**config.mk**
```make
export PLATFORM = sky130hd
export DESIGN_NAME = double_ended_queue_top
export DESIGN_NICKNAME = d
export VERILOG_FILES = /design/src/rtl/deq_pkg.sv /design/src/rtl/deq_cell.sv /design/src/rtl/deq_chain.sv /design/src/rtl/double_ended_queue_top.sv
export SDC_FILE = /design/constraint.sdc
export NUM_CORES = 2
export LEC_CHECK = 0
export BUFFER_PORTS_ARGS = -buffer_cell sky130_fd_sc_hd__buf_4
export CELL_PAD_IN_SITES_DETAIL_PLACEMENT = 1
export CELL_PAD_IN_SITES_GLOBAL_PLACEMENT = 1
export CORE_UTILIZATION = 25
export CTS_BUF_LIST = sky130_fd_sc_hd__clkbuf_8
export DETAILED_ROUTE_END_ITERATION = 8
export PLACE_DENSITY_LB_ADDON = 0.08
export RECOVER_POWER = 50
export SETUP_SLACK_MARGIN = 0.4
export SLEW_MARGIN = 5
export SYNTH_ARGS = -nofsm -noshare
export SYNTH_HDL_FRONTEND = slang
export SYNTH_SLANG_ARGS = --single-unit
```
**constraint.sdc**
```tcl
create_clock -name clk -period 11.7 [get_ports clk]
set_input_delay 0 -clock clk [delete_from_list [all_inputs] [get_ports clk]]
set_output_delay 0 -clock clk [all_outputs]
set_load 0.005 [all_outputs]
```
**src/rtl/deq_pkg.sv**
```systemverilog
package deq_pkg;

  // command codes
  localparam logic [1:0] FN_PUSH_FRONT = 2'd0;
  localparam logic [1:0] FN_PUSH_REAR  = 2'd1;
  localparam logic [1:0] FN_POP_FRONT  = 2'd2;
  localparam logic [1:0] FN_POP_REAR   = 2'd3;

  // status codes
  localparam logic [1:0] ST_OK    = 2'd0;
  localparam logic [1:0] ST_EMPTY = 2'd1;
  localparam logic [1:0] ST_FULL  = 2'd2;

  localparam int unsigned DATA_W = 32;

  typedef logic signed [DATA_W-1:0] data_t;

  // per-chain cell control, seen from the chain's own head end
  typedef struct packed {
    logic ins_head;  // shift towards the far end, insert at cell 0
    logic ins_tail;  // write into the first free cell
    logic del_head;  // shift towards cell 0
  } cell_ctl_t;

endpackage

```
**src/rtl/deq_cell.sv**
```systemverilog
module deq_cell #(
  parameter int unsigned CNT_W = 5,
  parameter int unsigned IDX   = 0
) (
  input  logic              clk,
  input  deq_pkg::cell_ctl_t ctl,
  input  logic [CNT_W-1:0]  count,
  input  deq_pkg::data_t    ins_data,
  input  deq_pkg::data_t    prev_data,
  input  deq_pkg::data_t    next_data,
  output deq_pkg::data_t    data
);
  import deq_pkg::*;

  data_t data_r;
  data_t data_nxt;
  logic  is_tail_slot;

  // this cell is the first free slot of the chain
  assign is_tail_slot = (count == CNT_W'(IDX));

  // take from a neighbour or from the incoming value
  always_comb begin
    data_nxt = data_r;
    if (ctl.ins_head) begin
      data_nxt = prev_data;
    end else if (ctl.ins_tail && is_tail_slot) begin
      data_nxt = ins_data;
    end else if (ctl.del_head) begin
      data_nxt = next_data;
    end
  end

  always_ff @(posedge clk) begin
    data_r <= data_nxt;
  end

  assign data = data_r;

endmodule

```
**src/rtl/deq_chain.sv**
```systemverilog
module deq_chain #(
  parameter int unsigned DEPTH = 16,
  parameter int unsigned CNT_W = 5
) (
  input  logic               clk,
  input  deq_pkg::cell_ctl_t ctl,
  input  logic [CNT_W-1:0]   count,
  input  deq_pkg::data_t     ins_data,
  output deq_pkg::data_t     head_data
);
  import deq_pkg::*;

  data_t cell_data [DEPTH];

  // row of cells, cell 0 holds the head element
  for (genvar i = 0; i < DEPTH; i++) begin : g_cell
    data_t prev_d;
    data_t next_d;

    if (i == 0) begin : g_first
      assign prev_d = ins_data;
    end else begin : g_mid_prev
      assign prev_d = cell_data[i-1];
    end

    if (i == DEPTH - 1) begin : g_last
      assign next_d = cell_data[i];
    end else begin : g_mid_next
      assign next_d = cell_data[i+1];
    end

    deq_cell #(
      .CNT_W (CNT_W),
      .IDX   (i)
    ) u_cell (
      .clk       (clk),
      .ctl       (ctl),
      .count     (count),
      .ins_data  (ins_data),
      .prev_data (prev_d),
      .next_data (next_d),
      .data      (cell_data[i])
    );
  end

  assign head_data = cell_data[0];

endmodule

```
**src/rtl/double_ended_queue_top.sv**
```systemverilog
// Bounded double-ended queue of DEPTH signed 32-bit entries. Each command
// (push front, push rear, pop front, pop rear) yields one registered result
// in the cycle after it is taken, and a new command is taken every cycle while the
// result side keeps up. The entries live in two mirrored rows of shifting
// cells, one with the front element in its first cell and one with the
// rear element in its first cell, so front, rear and popped values never
// need a wide read multiplexer. A push on a full queue is dropped with
// status full, a pop on an empty queue returns zero with status empty, and
// front and rear read zero whenever the queue holds nothing.
module double_ended_queue_top #(
  parameter int unsigned DEPTH = 16
) (
  input  logic                          clk,
  input  logic                          rst_n,
  input  logic                          in_valid,
  output logic                          in_stall,
  input  logic [1:0]                    in_func,
  input  logic signed [31:0]            in_push_value,
  output logic                          out_valid,
  input  logic                          out_stall,
  output logic signed [31:0]            out_popped_value,
  output logic [1:0]                    out_status,
  output logic signed [31:0]            out_front_value,
  output logic signed [31:0]            out_rear_value,
  output logic [$clog2(DEPTH+1)-1:0]    out_entry_count,
  output logic                          out_is_empty
);
  import deq_pkg::*;

  localparam int unsigned CNT_W = $clog2(DEPTH + 1);

  logic             accept;
  logic             is_full;
  logic             is_empty;
  logic [CNT_W-1:0] count_r;
  logic [CNT_W-1:0] count_nxt;
  logic             out_valid_r;
  logic             out_valid_nxt;
  data_t            popped_r;
  data_t            popped_nxt;
  logic [1:0]       status_r;
  logic [1:0]       status_nxt;
  cell_ctl_t        front_ctl;
  cell_ctl_t        rear_ctl;
  data_t            front_head;
  data_t            rear_head;

  // take a transaction when the result register is free or being drained
  assign in_stall = out_valid_r & out_stall;
  assign accept   = in_valid & ~in_stall;

  assign is_full  = (count_r == CNT_W'(DEPTH));
  assign is_empty = (count_r == '0);

  // decode the command into shift and write controls for both rows
  always_comb begin
    front_ctl  = '0;
    rear_ctl   = '0;
    count_nxt  = count_r;
    popped_nxt = popped_r;
    status_nxt = status_r;
    if (accept) begin
      popped_nxt = '0;
      status_nxt = ST_OK;
      case (in_func)
        FN_PUSH_FRONT: begin
          if (is_full) begin
            status_nxt = ST_FULL;
          end else begin
            front_ctl.ins_head = 1'b1;
            rear_ctl.ins_tail  = 1'b1;
            count_nxt          = count_r + 1'b1;
          end
        end
        FN_PUSH_REAR: begin
          if (is_full) begin
            status_nxt = ST_FULL;
          end else begin
            rear_ctl.ins_head  = 1'b1;
            front_ctl.ins_tail = 1'b1;
            count_nxt          = count_r + 1'b1;
          end
        end
        FN_POP_FRONT: begin
          if (is_empty) begin
            status_nxt = ST_EMPTY;
          end else begin
            front_ctl.del_head = 1'b1;
            popped_nxt         = front_head;
            count_nxt          = count_r - 1'b1;
          end
        end
        FN_POP_REAR: begin
          if (is_empty) begin
            status_nxt = ST_EMPTY;
          end else begin
            rear_ctl.del_head = 1'b1;
            popped_nxt        = rear_head;
            count_nxt         = count_r - 1'b1;
          end
        end
        default: begin
          status_nxt = ST_OK;
        end
      endcase
    end
  end

  // result register handshake
  always_comb begin
    out_valid_nxt = out_valid_r;
    if (accept) begin
      out_valid_nxt = 1'b1;
    end else if (~out_stall) begin
      out_valid_nxt = 1'b0;
    end
  end

  always_ff @(posedge clk) begin
    if (!rst_n) begin
      count_r     <= '0;
      out_valid_r <= 1'b0;
    end else begin
      count_r     <= count_nxt;
      out_valid_r <= out_valid_nxt;
    end
  end

  always_ff @(posedge clk) begin
    popped_r <= popped_nxt;
    status_r <= status_nxt;
  end

  // row with the front element in cell 0
  deq_chain #(
    .DEPTH (DEPTH),
    .CNT_W (CNT_W)
  ) u_front_chain (
    .clk       (clk),
    .ctl       (front_ctl),
    .count     (count_r),
    .ins_data  (in_push_value),
    .head_data (front_head)
  );

  // mirrored row with the rear element in cell 0
  deq_chain #(
    .DEPTH (DEPTH),
    .CNT_W (CNT_W)
  ) u_rear_chain (
    .clk       (clk),
    .ctl       (rear_ctl),
    .count     (count_r),
    .ins_data  (in_push_value),
    .head_data (rear_head)
  );

  // the view only changes together with the result register
  assign out_valid        = out_valid_r;
  assign out_popped_value = popped_r;
  assign out_status       = status_r;
  assign out_front_value  = is_empty ? '0 : front_head;
  assign out_rear_value   = is_empty ? '0 : rear_head;
  assign out_entry_count  = count_r;
  assign out_is_empty     = is_empty;

endmodule

```
==> Yosys cells after proc, flatten, opt, wreduce, memory -nomap -nowiden <==
Cells that the tools add are included.
{ "op_classes": {"addsub": 2, "n_eq_ne": 22, "n_mux": 113, "bitwise_logic": 3, "reduce_logical": 69} }
{ "ops": {"columns": ["operator", "count"], "rows": [
  ["$mux W32", 96],
  ["$reduce_bool A3 Y1", 30],
  ["$pmux W32 S2", 1],
  ["$eq A5 B4 Y1 const B", 8],
  ["$logic_and A1 B1 Y1", 32],
  ["$eq A5 B3 Y1 const B", 4],
  ["$eq A5 B2 Y1 const B", 2],
  ["$mux W5", 2],
  ["$pmux W5 S2", 1],
  ["$mux W1", 9],
  ["$mux W3", 2],
  ["$add A5 B1 Y5 const B", 1],
  ["$eq A5 B1 Y1 const B", 1],
  ["$eq A5 B5 Y1 const B", 1],
  ["$logic_not A5 Y1", 1],
  ["$sub A5 B1 Y5 const B", 1],
  ["$eq A2 B2 Y1 const B", 2],
  ["$ne A2 B2 Y1 const B", 2],
  ["$pmux W2 S2", 1],
  ["$reduce_bool A2 Y1", 2],
  ["$reduce_or A2 Y1", 2],
  ["$reduce_and A3 Y1", 1],
  ["$and A1 B1 Y1", 2],
  ["$eq A2 B1 Y1 const B", 1],
  ["other kinds (4)", 4]
]} }
{ "totals": {"reg_bits": 1064, "inputBits": 38, "output_inout_bits": 106, "elab_cells": 245} }

==> Depth between registers and ports, before layout <==
{ "depth": {"depth_word": 7, "mapped_depth": 11, "mapped_depth_nobuf": 7} }

==> Hierarchy <==
A second synthesis with hierarchy kept.
{ "unflattened": {"cells_unflattened": 6201, "area_unflattened_um2": 61515.2} }
{ "by_module_without_submodules": {"columns": ["module", "instances", "cells_each", "area_per_inst_um2", "seq_area_each_um2"], "rows": [
  ["deq_cell (u_front_chain.g_cell[10].u_cell ...)", 8, 187, 1843.0, 960.9],
  ["deq_cell (u_front_chain.g_cell[11].u_cell ...)", 4, 187, 1854.3, 960.9],
  ["deq_cell (u_front_chain.g_cell[4].u_cell ...)", 4, 186, 1853.0, 960.9],
  ["deq_cell (u_front_chain.g_cell[1].u_cell ...)", 4, 186, 1848.0, 960.9],
  ["deq_cell (u_front_chain.g_cell[13].u_cell ...)", 4, 187, 1834.3, 960.9],
  ["deq_cell (u_front_chain.g_cell[3].u_cell ...)", 2, 186, 1861.8, 960.9],
  ["deq_cell (u_front_chain.g_cell[15].u_cell ...)", 2, 187, 1848.0, 960.9],
  ["deq_cell (u_front_chain.g_cell[0].u_cell ...)", 2, 185, 1846.8, 960.9],
  ["deq_cell (u_front_chain.g_cell[12].u_cell ...)", 2, 186, 1846.8, 960.9],
  ["double_ended_queue_top", 1, 233, 2406.1, 1141.1]
]} }

==> Worst setup path after synthesis <==
No wires, ideal clock.
{ "synth_path": {"path_kind": "register to register", "from": "register count_r[0] (netlist: out_entry_count[0])", "to": "register u_rear_chain.g_cell[0].u_cell.data_r[0], enable pin", "setup_ns": 0.466, "arrival_ns": 3.955, "t_required_ns": 11.234, "path_slack_ns": 7.279, "path_stages_with_launch": 8, "synth_period_minus_slack_ns": 4.421, "cell_sequence": "dfxtp_1 inv_1 ha_1 nand4bb_1 nand4_1 clkbuf_1 clkbuf_1 o21ai_0"} }
{ "synth_via": {"elab_chain_cells": 6, "word_cells_on_any_way": 10, "cone_classes": "eq/ne (1); mux (6); reduce/logical (3)"} }
{ "synth_lines": {"columns": ["item", "line", "text"], "rows": [
  ["start, declared", "double_ended_queue_top.sv:35", "logic [CNT_W-1:0] count_r;"],
  ["start signal, assigned", "double_ended_queue_top.sv:124", "count_r <= count_nxt;"],
  ["$eq A5 B5 Y1", "double_ended_queue_top.sv:52", "assign is_full = (count_r == CNT_W'(DEPTH));"],
  ["$mux W1", "double_ended_queue_top.sv:67, double_ended_queue_top.sv:76", null],
  ["$mux W1", "double_ended_queue_top.sv:65", "case (in_func)"],
  ["$mux W3", "double_ended_queue_top.sv:62", "if (accept) begin"],
  ["$logic_and A1 B1 Y1", "deq_cell.sv:27", "end else if (ctl.ins_tail && is_tail_slot) begin"],
  ["$reduce_bool A3 Y1 (no line) *", null, null],
  ["end signal, assigned", "deq_cell.sv:35", "data_r <= data_nxt;"],
  ["end, declared", "deq_cell.sv:15", "data_t data_r;"]
]} }
Mark *: on every way between the ends. The rest lies on a longest branch, timed or not.
A chain may end at the register's enable or synchronous reset.

==> Worst setup path in the final report <==
{ "layout_path": {"from": "register out_valid_r (netlist: out_valid)", "to": "register u_front_chain.g_cell[11].u_cell.data_r[13], data pin"} }
{ "layout_via": {"elab_chain_cells": 7} }
{ "layout_lines": {"columns": ["item", "line", "text"], "rows": [
  ["start, declared", "double_ended_queue_top.sv:37", "logic out_valid_r;"],
  ["start signal, assigned", "double_ended_queue_top.sv:125", "out_valid_r <= out_valid_nxt;"],
  ["$and A1 B1 Y1 *", "double_ended_queue_top.sv:49", "assign in_stall = out_valid_r & out_stall;"],
  ["$not A1 Y1 *", "double_ended_queue_top.sv:50", "assign accept = in_valid & ~in_stall;"],
  ["$and A1 B1 Y1 *", "double_ended_queue_top.sv:50", null],
  ["$mux W3 *", "double_ended_queue_top.sv:62", null],
  ["$logic_and A1 B1 Y1", "deq_cell.sv:27", null],
  ["$mux W32", "deq_cell.sv:27", null],
  ["$mux W32 *", "deq_cell.sv:25", "if (ctl.ins_head) begin"],
  ["net u_front_chain.g_cell[11].u_cell.data_nxt[13]", "deq_cell.sv:16", "data_t data_nxt;"],
  ["end signal, assigned", "deq_cell.sv:35", null],
  ["end, declared", "deq_cell.sv:15", null]
]} }
The timed path passes the listed nets; every way through them passes the cells marked *.

==> impl_metrics.toml <==
[grt]
grt.overflow.total = 0
grt_max_degree = 216
track_usage = 0.193
grt_pass1_vias = 41600
antenna_found_initial = 11
first_pass_grt_wire_length_um = 304000

[timing]
number_of_endpoints_with_negative_hold_slack_in_the_final_report = 0
setup_viol = 0
layout_worst_path_cycle_share = 0.597
worst_clock_skew_ns = 0.0488
setup_repair_after_global_routing_missed_its_margin = "false"
drv_slew = 1295
worst_slew_pin_slew_ns = 3.78
fin_setup_tns_ns = 0
finalWorstPathRequiredPeriod_ns = 6.98
achievable-frequency_mhz = 143
hold_ws_ns = 0.123
timing.max_slew.rel_slack = -1.52

[detailed_routing]
met1Wirelength_um = 96500
detail_route.drc_violations = 0
highest_layer = "met5"
per_cell_routed_wire_length_um = 27.5
ant_nets = 0
wl_met2_um = 106000
totalWireLength_um = 213000
drt_iter0_drc = 2554
via_count = 38200
drt_pre_antenna_iters = 5
vias_per_cell = 4.93
met3WireLength_um = 6260

[synth]
adder_and_majority_gate_portion_of_the_synthesized_area = 0.00141
synth_top_family_by_area = "multiplexers"
ys_seq_elements = 1064
ys_seq_area_frac = 0.599
postSynth.asyncResetShare = 0
post_synth_instance_area_um2 = 53300
number_of_enable_flip_flop_cells_after_synthesis = 1058
post_synth_inst_count = 4720
synth_flop_cell = "sky130_fd_sc_hd__edfxtp_1"
xor_and_xnor_fraction_of_the_mapped_netlist_area = 0.000493
synth_mux_area_frac = 0.153
syn_avg_cell_area_um2 = 11.3
synth_compound_gate_area_share = 0.0975
ys_warn_count = 0
syn_nets = 4764
post_synth_and_or_nand_nor_area_fraction = 0.111
synth_cell_types = 50

[setup_path]
worstPathMaxFanout = 114
cp_num_buf_inv = 3
critical_path.cell_chain = "nand2_1, clkbuf_1, and4_1, clkbuf_1, buf_4, o21ai_0"
critPathRequiredTime_ns = 12.36
endpoint_kind = "register"
critical-path-top-delay-family = "buffers and inverters"
worst_setup_path_start_kind = "register"
path_common_cell = "sky130_fd_sc_hd__clkbuf_1"
timing.critical_path.arrival_ns = 7.64
crit_slowest_cell = "sky130_fd_sc_hd__clkbuf_1"
cp_max_stage_delay_ns = 2.29
timing.setup.critical_path_class = "reg2reg"

[place]
portBuffers = 143
dp_hpwl_um = 129000
gp_routability_congestion = 0.803

[cts]
worstSkewPairLatency_ns = 0.98
cts.sink_count = 1064
worst_setup_hold_path_clk_slew_ns = 0.06
cts.path.max_buffers = 3
h_tree_lvl_count = 4
hold_buffers = 43
cts-resized-gates = 0
clock_tree.root_cell = "sky130_fd_sc_hd__clkbuf_8"
post_cts.repair.setup_buffers = 0
total_cts_buffers = 209
tritoncts = "done"

[status]
run_status = "complete, but fails checks"
failed_checks = "max-capacitance violations, max-slew violations"

[pwr]
ir_drop_uv = 120
power_density_nw_per_um2 = 160
static-leakage-power_uw = 0.0236
fin_total_pwr_uw = 9680

[finish]
post_route_cells_drive_above_1_share = 0.111
nets = 4808
area_growth_pct = 13.6
finish.utilization = 0.286
layout.filler_cells = 23500

[floorplan]
ioPinCount = 144
num_rows = 169
floorplan.core_area_um2 = 212000
chipWidth_um = 464
die_y_um = 464
initial_core_utilization = 0.251
dieArea_um2 = 215000

[run]
maxCapViolCount = 37

[worst_hold_path]
min-delay-path-class = "in2reg"
-- power by group --
| group | leakage, µW | switching (µW) | internal [µW] |
|---|---|---|---|
| combinational | 0.0116 | 846 | 425 |
| sequential | 0.00984 | 235 | 4670 |
| clock | 0.00215 | 1790 | 1720 |
-- cells by family (layout without fill, tap and decap cells) --
| family | after synthesis | count (layout) |
|---|---|---|
| multiplexers | 801 | 801 |
| buffers and inverters | 451 | 650 |
| other | 0 | 7 |
| flip-flops | 1064 | 1064 |
| XOR/XNOR | 3 | 3 |
| AO/OA/AOI/OAI | 944 | 944 |
| AND/OR/NAND/NOR | 1451 | 1451 |
| adder cells (fa/ha/maj) | 6 | 6 |
-- stage by stage --
step,cells,cell area [µm²],setup WS (ns)
floorplan,4720,53300,7.28
global placement,7331,56700,7.53
detailed placement,7331,56700,7.45
CTS,7740,60800,7.42
global route,7743,60500,4.16
finish,7747,60500,4.72
-- worst register-to-register path, cell delays in order, from the launching register on --
cell and delay [ns]:
sky130_fd_sc_hd__dfxtp_1 0.31, sky130_fd_sc_hd__nand2_1 0.05, sky130_fd_sc_hd__clkbuf_1 1.07, sky130_fd_sc_hd__and4_1 1.41
sky130_fd_sc_hd__clkbuf_1 2.32, sky130_fd_sc_hd__buf_4 1.17, sky130_fd_sc_hd__o21ai_0 0.35
-- flip-flops by register name, indices dropped and copies added (netlist names) --
name	flops
out_status	2
u_rear_chain.g_cell.u_cell.data	512
u_front_chain.g_cell.u_cell.data	512
out_valid	1
out_entry_count	5
out_popped_value	32
-- placed cells by master, fill, tap and decap left out, types with 24 or more instances in the layout --
cell,synthesis,routed
sky130_fd_sc_hd__dlygate4sd3_1,0,43
sky130_fd_sc_hd__clkbuf_4,0,32
sky130_fd_sc_hd__a21oi_1,334,333
sky130_fd_sc_hd__mux2i_1,705,705
sky130_fd_sc_hd__clkbuf_8,0,212
sky130_fd_sc_hd__a22o_1,32,32
sky130_fd_sc_hd__clkbuf_1,259,57
sky130_fd_sc_hd__nor2_1,551,550
sky130_fd_sc_hd__buf_4,30,141
sky130_fd_sc_hd__o21ai_0,335,333
sky130_fd_sc_hd__nand4_1,24,24
sky130_fd_sc_hd__and2_0,0,56
sky130_fd_sc_hd__a31oi_1,193,193
sky130_fd_sc_hd__clkinv_1,1,52
sky130_fd_sc_hd__nand2_1,764,763
sky130_fd_sc_hd__inv_1,5,83
sky130_fd_sc_hd__edfxtp_1,1058,1058
sky130_fd_sc_hd__mux2_2,96,95
-- layout make-up --
type                    instances  area [µm²]  share of cell area
well taps                    2821        3530              0.0583
repair buffers                277        2020              0.0334
diodes                          7        17.5            0.000289
inverters                       7        26.3            0.000434
clock inverters               154         744              0.0123
clock buffers                 212        2920              0.0482
multi-input cells            3205       19400               0.320
flip-flops and latches       1064       31900               0.527
-- per-layer routing --
metal / global-route usage / up-vias
met4: 0.0429 / 2
met3: 0.0257 / 239
met2: 0.339 / 611
met1: 0.252 / 20100
li1: - / 17200
met5: 0 / -
-- path summary, 6_finish.rpt --
check                           slack (ns)                                      from  depth (start not counted)                                  endpoint
worst min-delay path                  0.12                                in_func[1]                          5                        out_entry_count[2]
worst min register to register        0.54  u_front_chain.g_cell[14].u_cell.data[19]                          2  u_front_chain.g_cell[15].u_cell.data[19]
worst max register to register        4.72                                 out_valid                          6  u_front_chain.g_cell[11].u_cell.data[13]
worst max-delay path                  4.72                                 out_valid                          6  u_front_chain.g_cell[11].u_cell.data[13]
-- Yosys cell counts (4+ instances only) --
cell type | number | share of area
sky130_fd_sc_hd__ha_1 | 6 | 0.0014
sky130_fd_sc_hd__nand2b_1 | 8 | 0.00094
sky130_fd_sc_hd__edfxtp_1 | 1058 | 0.60
sky130_fd_sc_hd__mux2_2 | 96 | 0.020
sky130_fd_sc_hd__nand4_1 | 24 | 0.0028
sky130_fd_sc_hd__buf_2 | 138 | 0.013
sky130_fd_sc_hd__dfxtp_1 | 6 | 0.0023
sky130_fd_sc_hd__inv_1 | 5 | 0.00035
sky130_fd_sc_hd__buf_1 | 7 | 0.00049
sky130_fd_sc_hd__o21ai_0 | 335 | 0.031
sky130_fd_sc_hd__buf_6 | 10 | 0.0021
sky130_fd_sc_hd__a21oi_2 | 20 | 0.0033
sky130_fd_sc_hd__mux2i_1 | 705 | 0.13
sky130_fd_sc_hd__a21oi_1 | 334 | 0.031
sky130_fd_sc_hd__buf_4 | 30 | 0.0042
sky130_fd_sc_hd__and3_1 | 6 | 0.00070
sky130_fd_sc_hd__o21ai_1 | 20 | 0.0019
sky130_fd_sc_hd__clkbuf_1 | 259 | 0.018
sky130_fd_sc_hd__a31oi_1 | 193 | 0.023
sky130_fd_sc_hd__nor3b_1 | 4 | 0.00056
sky130_fd_sc_hd__and2_1 | 66 | 0.0078
sky130_fd_sc_hd__a22o_1 | 32 | 0.0053
sky130_fd_sc_hd__and3b_1 | 4 | 0.00066
sky130_fd_sc_hd__nor2_1 | 551 | 0.039
sky130_fd_sc_hd__nand2_1 | 764 | 0.054
No activity file was read; power rests on OpenSTA's default activity.
